`src/hdl/two_fifo_lazy_promotion_cache_policy_unit_defines.svh`:
```
// Assertion macros for the cache policy unit.
`ifndef TWO_FIFO_LAZY_PROMOTION_CACHE_POLICY_UNIT_DEFINES_SVH
`define TWO_FIFO_LAZY_PROMOTION_CACHE_POLICY_UNIT_DEFINES_SVH
`ifndef ASSERT_OFF
`define TFLP_ASSERT_IMP(lbl, ante, cons) \
    lbl: assert property (@(posedge clk) disable iff (!rst_n) (ante) |-> (cons)) \
        else $error("cache policy assertion failed");
`define TFLP_ASSERT_NXT(lbl, ante, cons) \
    lbl: assert property (@(posedge clk) disable iff (!rst_n) (ante) |=> (cons)) \
        else $error("cache policy assertion failed");
`else
`define TFLP_ASSERT_IMP(lbl, ante, cons)
`define TFLP_ASSERT_NXT(lbl, ante, cons)
`endif
`endif

```
`src/hdl/tflp_pkg.sv`:
```
// Shared types and constants of the cache policy unit.
package tflp_pkg;

    localparam int CAPACITY  = 4096;
    localparam int SLOT_W    = $clog2(CAPACITY);
    localparam int CNT_W     = SLOT_W + 1;
    localparam int BN_W      = 48;
    localparam int PCT_W     = 7;
    localparam int OP_W      = 2;
    localparam int ST_W      = 3;
    localparam int CFG_IDX_W = 1;
    localparam int SHARE_W   = CNT_W + PCT_W;

    localparam logic [PCT_W-1:0] PCT_FULL  = 7'd100;
    localparam logic [PCT_W-1:0] PCT_RESET = 7'd10;

    typedef enum logic [OP_W-1:0] {
        OP_LOOKUP = 2'd0,
        OP_ACCESS = 2'd1,
        OP_INVAL  = 2'd2,
        OP_RSVD   = 2'd3
    } op_t;

    typedef enum logic [ST_W-1:0] {
        ST_HIT         = 3'd0,
        ST_MISS_INS    = 3'd1,
        ST_NOT_FOUND   = 3'd2,
        ST_RANGE       = 3'd3,
        ST_INVALIDATED = 3'd4,
        ST_NOT_PRESENT = 3'd5,
        ST_NO_FREE     = 3'd6
    } status_t;

    typedef enum logic [CFG_IDX_W-1:0] {
        REG_DEV_BLOCKS = 1'd0,
        REG_HOT_PCT    = 1'd1
    } cfg_reg_t;

    typedef enum logic [3:0] {
        S_INIT,
        S_IDLE,
        S_DECIDE,
        S_SCAN_RD,
        S_SCAN_CMP,
        S_ALLOC_RD,
        S_ALLOC,
        S_SHRINK,
        S_POP_RD,
        S_POP,
        S_OUT_ONE,
        S_OUT_FIRST,
        S_OUT_EV
    } state_t;

    typedef struct packed {
        logic    init_wr;
        logic    idx_clr;
        logic    idx_inc;
        logic    latch_in;
        logic    hit_upd;
        logic    alloc;
        logic    hot_pop;
        logic    cold_pop;
        logic    ent_rd_pop;
        logic    pop_eval;
        logic    set_status;
        status_t status;
        logic    sel_ev;
        logic    out_last;
    } cmd_t;

    typedef struct packed {
        op_t  op;
        logic out_range;
        logic match;
        logic idx_last;
        logic free_empty;
        logic hot_go;
        logic cold_go;
        logic accessed;
    } sts_t;

endpackage

```
`src/hdl/tflp_ctrl.sv`:
```
// Request sequencer of the cache policy unit.
module tflp_ctrl (
    input  logic           clk,
    input  logic           rst_n,
    input  logic           in_valid,
    output logic           in_ready,
    output logic           out_valid,
    input  logic           out_ready,
    input  tflp_pkg::sts_t sts,
    output tflp_pkg::cmd_t cmd
);
    import tflp_pkg::*;

    state_t state_reg, state_next;

    always_ff @(posedge clk or negedge rst_n)
    begin
        if (!rst_n)
            state_reg <= S_INIT;
        else
            state_reg <= state_next;
    end

    always_comb
    begin
        state_next = state_reg;
        cmd        = '0;
        in_ready   = 1'b0;
        out_valid  = 1'b0;
        case (state_reg)
            S_INIT:
            begin
                cmd.init_wr = 1'b1;
                cmd.idx_inc = 1'b1;
                if (sts.idx_last)
                    state_next = S_IDLE;
            end
            S_IDLE:
            begin
                in_ready = 1'b1;
                if (in_valid)
                begin
                    cmd.latch_in = 1'b1;
                    state_next   = S_DECIDE;
                end
            end
            S_DECIDE:
            begin
                if (sts.op == OP_RSVD)
                begin
                    cmd.set_status = 1'b1;
                    cmd.status     = ST_NOT_FOUND;
                    state_next     = S_OUT_ONE;
                end
                else if (sts.out_range)
                begin
                    cmd.set_status = 1'b1;
                    cmd.status     = ST_RANGE;
                    state_next     = S_OUT_ONE;
                end
                else
                begin
                    cmd.idx_clr = 1'b1;
                    state_next  = S_SCAN_RD;
                end
            end
            S_SCAN_RD:
            begin
                state_next = S_SCAN_CMP;
            end
            S_SCAN_CMP:
            begin
                if (sts.match)
                begin
                    cmd.hit_upd    = 1'b1;
                    cmd.set_status = 1'b1;
                    cmd.status     = (sts.op == OP_INVAL) ? ST_INVALIDATED : ST_HIT;
                    state_next     = S_OUT_ONE;
                end
                else if (sts.idx_last)
                begin
                    case (sts.op)
                        OP_ACCESS:
                        begin
                            if (sts.free_empty)
                            begin
                                cmd.set_status = 1'b1;
                                cmd.status     = ST_NO_FREE;
                                state_next     = S_OUT_ONE;
                            end
                            else
                                state_next = S_ALLOC_RD;
                        end
                        OP_INVAL:
                        begin
                            cmd.set_status = 1'b1;
                            cmd.status     = ST_NOT_PRESENT;
                            state_next     = S_OUT_ONE;
                        end
                        default:
                        begin
                            cmd.set_status = 1'b1;
                            cmd.status     = ST_NOT_FOUND;
                            state_next     = S_OUT_ONE;
                        end
                    endcase
                end
                else
                begin
                    cmd.idx_inc = 1'b1;
                    state_next  = S_SCAN_RD;
                end
            end
            S_ALLOC_RD:
            begin
                state_next = S_ALLOC;
            end
            S_ALLOC:
            begin
                cmd.alloc      = 1'b1;
                cmd.set_status = 1'b1;
                cmd.status     = ST_MISS_INS;
                state_next     = S_SHRINK;
            end
            S_SHRINK:
            begin
                if (sts.hot_go)
                begin
                    cmd.hot_pop = 1'b1;
                    state_next  = S_POP_RD;
                end
                else if (sts.cold_go)
                begin
                    cmd.cold_pop = 1'b1;
                    state_next   = S_POP_RD;
                end
                else
                    state_next = S_OUT_ONE;
            end
            S_POP_RD:
            begin
                cmd.ent_rd_pop = 1'b1;
                state_next     = S_POP;
            end
            S_POP:
            begin
                cmd.pop_eval = 1'b1;
                if (sts.accessed)
                    state_next = S_SHRINK;
                else
                    state_next = S_OUT_FIRST;
            end
            S_OUT_ONE:
            begin
                out_valid    = 1'b1;
                cmd.out_last = 1'b1;
                if (out_ready)
                    state_next = S_IDLE;
            end
            S_OUT_FIRST:
            begin
                out_valid = 1'b1;
                if (out_ready)
                    state_next = S_OUT_EV;
            end
            S_OUT_EV:
            begin
                out_valid    = 1'b1;
                cmd.sel_ev   = 1'b1;
                cmd.out_last = 1'b1;
                if (out_ready)
                    state_next = S_IDLE;
            end
            default:
            begin
                state_next = S_IDLE;
            end
        endcase
    end

endmodule

```
`config.mk`:
```
export PLATFORM = sky130hd
export DESIGN_NAME = tflp_ctrl
export DESIGN_NICKNAME = d
export VERILOG_FILES = /design/src/hdl/two_fifo_lazy_promotion_cache_policy_unit_defines.svh /design/src/hdl/tflp_pkg.sv /design/src/hdl/tflp_ctrl.sv
export SDC_FILE = /design/constraint.sdc
export NUM_CORES = 1
export LEC_CHECK = 0
export BUFFER_PORTS_ARGS = -buffer_cell sky130_fd_sc_hd__buf_2
export CORE_MARGIN = 4
export CORE_UTILIZATION = 52
export CTS_BUF_LIST = sky130_fd_sc_hd__clkbuf_2 sky130_fd_sc_hd__clkbuf_4 sky130_fd_sc_hd__clkbuf_8
export DETAILED_ROUTE_END_ITERATION = 8
export PLACE_DENSITY = 0.93
export SYNTH_ARGS = -nofsm -noshare
export SYNTH_HDL_FRONTEND = slang
export SYNTH_SLANG_ARGS = --single-unit
```
`constraint.sdc`:
```
create_clock -name clk -period 2.45 [get_ports clk]
set_clock_uncertainty 0.2 [all_clocks]
set_input_delay 0.1225 -clock clk [delete_from_list [all_inputs] [get_ports clk]]
set_output_delay 0.1225 -clock clk [all_outputs]
set_load 0.1 [all_outputs]
```
==> reports/metrics.cfg <==
[outcome]
status=finished clean

[pwr]
power.density_nw_per_um2=1440
p_total_mw=1.38
vdd_drop_max_v=0.000704
p_leak_nw=0.460

[yosys]
async_flop_share_pct=100
syn_area_per_cell_um2=7.07
synthCells=102
ys_ff_latch=4
synth_flop_cell=dfrtp_1
yosysTopAreaCell=dfrtp_1
syn_nets=119
yosysUniqueCellTypes=39
seq_area_frac_synth_pct=13.9
netlist_area_um2=721
synth_edf_count=0
yosysWarningCount=0
synth_top_area_share_pct=13.9
ys_top_cells_by_area=dfrtp_1 14%, ha_1 6.9%, nor2_1 5.7%, o21ai_0 5.6%, nand2b_1 4.3%

[cts]
cts_tree=done
clk_pin_slew_worst_paths_ns=0.04
clockBufferDepth=2
ctsHtreeMaxLevel=1
numClockSinks=4
cts_buffers=3
clkLatencyLatePin_ns=0.23
cts-resized-gates=0
cts-root-buf=clkbuf_4

[layout]
mostFrequentLayoutCells=30 x buf_2, 10 x nor2_1, 7 x o21ai_0, 6 x inv_1, 6 x a21oi_1
largest_reg_flops=4
insertedDiodeCount=0
seqCellArea_um2=100
final_common_cell=buf_2
layout-drive-gt1-share_pct=40.2
nets=151
final_area_um2=956
area_delta_synth_final_pct=32.6
multi_input_area_um2=606
n_fill_cell=106

[worst_setup_path]
rrSetupSlack_ns=0.60
cpPeakStageDelay_ns=0.67
cp-start-kind=flop
critPathArrivalTime_ns=2.02
worstPathCellList=and2b_4 > nand4b_1 > o32ai_2 > buf_2
cp_top_family=flip-flops
cp_data_required_time_ns=2.13
crit_buf_inv=1
cpMaxStageDelayCell=dfrtp_1
end_kind=primary output
cp_max_fo=15
critPathKind=reg -> out

[drt]
routedWlPerCell_um=15.0
first_iter_violations=70
num_vias=914
drtPass1Iterations=4
vias_per_cell=6.22
ant_nets=0
routed_wl_um=2210
drc_errors=0

[global_route]
grt_pass1_wl_um=3530
grt_overflow=0
grt_pass1_vias=814
grt_util_all_layers_pct=23.5
antenna_found_initial=0
grt_max_degree=17

[placement]
io_buffers=30
dp_hpwl_um=1750
dpl_cell_area_um2=923
place.gp.congestion=0.922

[sta]
fin_crit_ns=2.34
min_period_over_period_pct=95.5
rsz0062_at_grt=false
worst_pin_slew_ns=0.537
relSlewSlack_pct=64.2
fmax_mhz=428
finalHoldViolCount=0
slew_viol_final=0
setup_violations=0

[worst_hold_path]
hp-class=in -> async

[floorplanning]
die_area_um2=2050
die_height_um=45.2
row_count=13
dieWidth_um=45.2
ios=31
initial_core_util_pct=55.4
core-area_um2=1300

[job]
cap_violations=0

-- path summary, 6_finish.rpt --
check | depth (start not counted) | end | startpoint
setup reg to reg | 4 | state_reg[2] | state_reg[2]
setup / recovery | 4 | cmd[3] | state_reg[2]
max in group asynchronous | 2 | state_reg[0] | rst_n
hold / removal | 2 | state_reg[2] | rst_n
hold reg to reg | 3 | state_reg[0] | state_reg[0]
min in group clk | 4 | state_reg[0] | sts[5]
-- Yosys cell counts (2+ instances only) --
| cell | count |
|---|---|
| a21oi_1 | 6 |
| and3_1 | 2 |
| and3b_1 | 2 |
| buf_2 | 5 |
| buf_6 | 2 |
| dfrtp_1 | 4 |
| ha_1 | 4 |
| inv_1 | 6 |
| nand2_1 | 5 |
| nand2b_1 | 5 |
| nand3_1 | 3 |
| nor2_1 | 11 |
| nor2b_1 | 5 |
| nor3_1 | 4 |
| nor3b_1 | 3 |
| nor4_1 | 2 |
| o21ai_0 | 8 |
| o2bb2ai_1 | 2 |
| o31ai_1 | 3 |
-- logic make-up (layout without fill, tap and decap cells) --
kind of cell,Yosys count,in the layout,share of synthesized area (%)
compound gates,30,30,28.8
xor+xnor,2,2,2.43
fa+ha+maj,4,4,6.94
buf+inv,14,44,10.2
flops,4,4,13.9
simple gates,48,48,37.7
-- routing by layer --
metal	share of wire, %	global-route usage (%)
met1	38	27.8
met2	53	39.8
met3	7.3	4.38
met4	1.4	11.7
met5	0	0
-- layout make-up --
cell class	count	share of cell area (%)
Sequential cell	4	10.5
Tap cell	15	1.96
Inverter	7	2.75
Multi-Input combinational cell	84	63.4
Timing Repair Buffer	34	19.1
Clock buffer	3	2.36
-- metrics by stage --
step | instances | setup WS, ns | hold slack [ns] | utilization, % | setup TNS (ns)
finish | 147 | 0.111 | 0.0267 | 73.5 | 0
global route | 147 | 0.00615 | 0.0562 | 73.5 | 0
CTS | 147 | 0.139 | 0.0255 | 73.5 | 0
detailed placement | 143 | 0.389 | -0.273 | 71.0 | 0
global placement | 143 | 0.465 | -0.274 | 71.0 | 0
floorplan | 102 | -0.306 | -0.373 | - | -0.316
-- repair_timing --
item | CTS | global route
endpoints found under the setup margin | 0 | 0
hold endpoints to repair | 4 | 0
buffers inserted | 0 | 0
hold buffers | 1 | 0
-- power breakdown --
group          switching [mW]  leakage, nW  total [mW]  internal [mW]
registers              0.0737       0.0510       0.167         0.0936
clock network          0.0239       0.0138      0.0785         0.0546
logic                   0.845        0.395        1.13          0.288
Power figures use the tool's default switching activity.
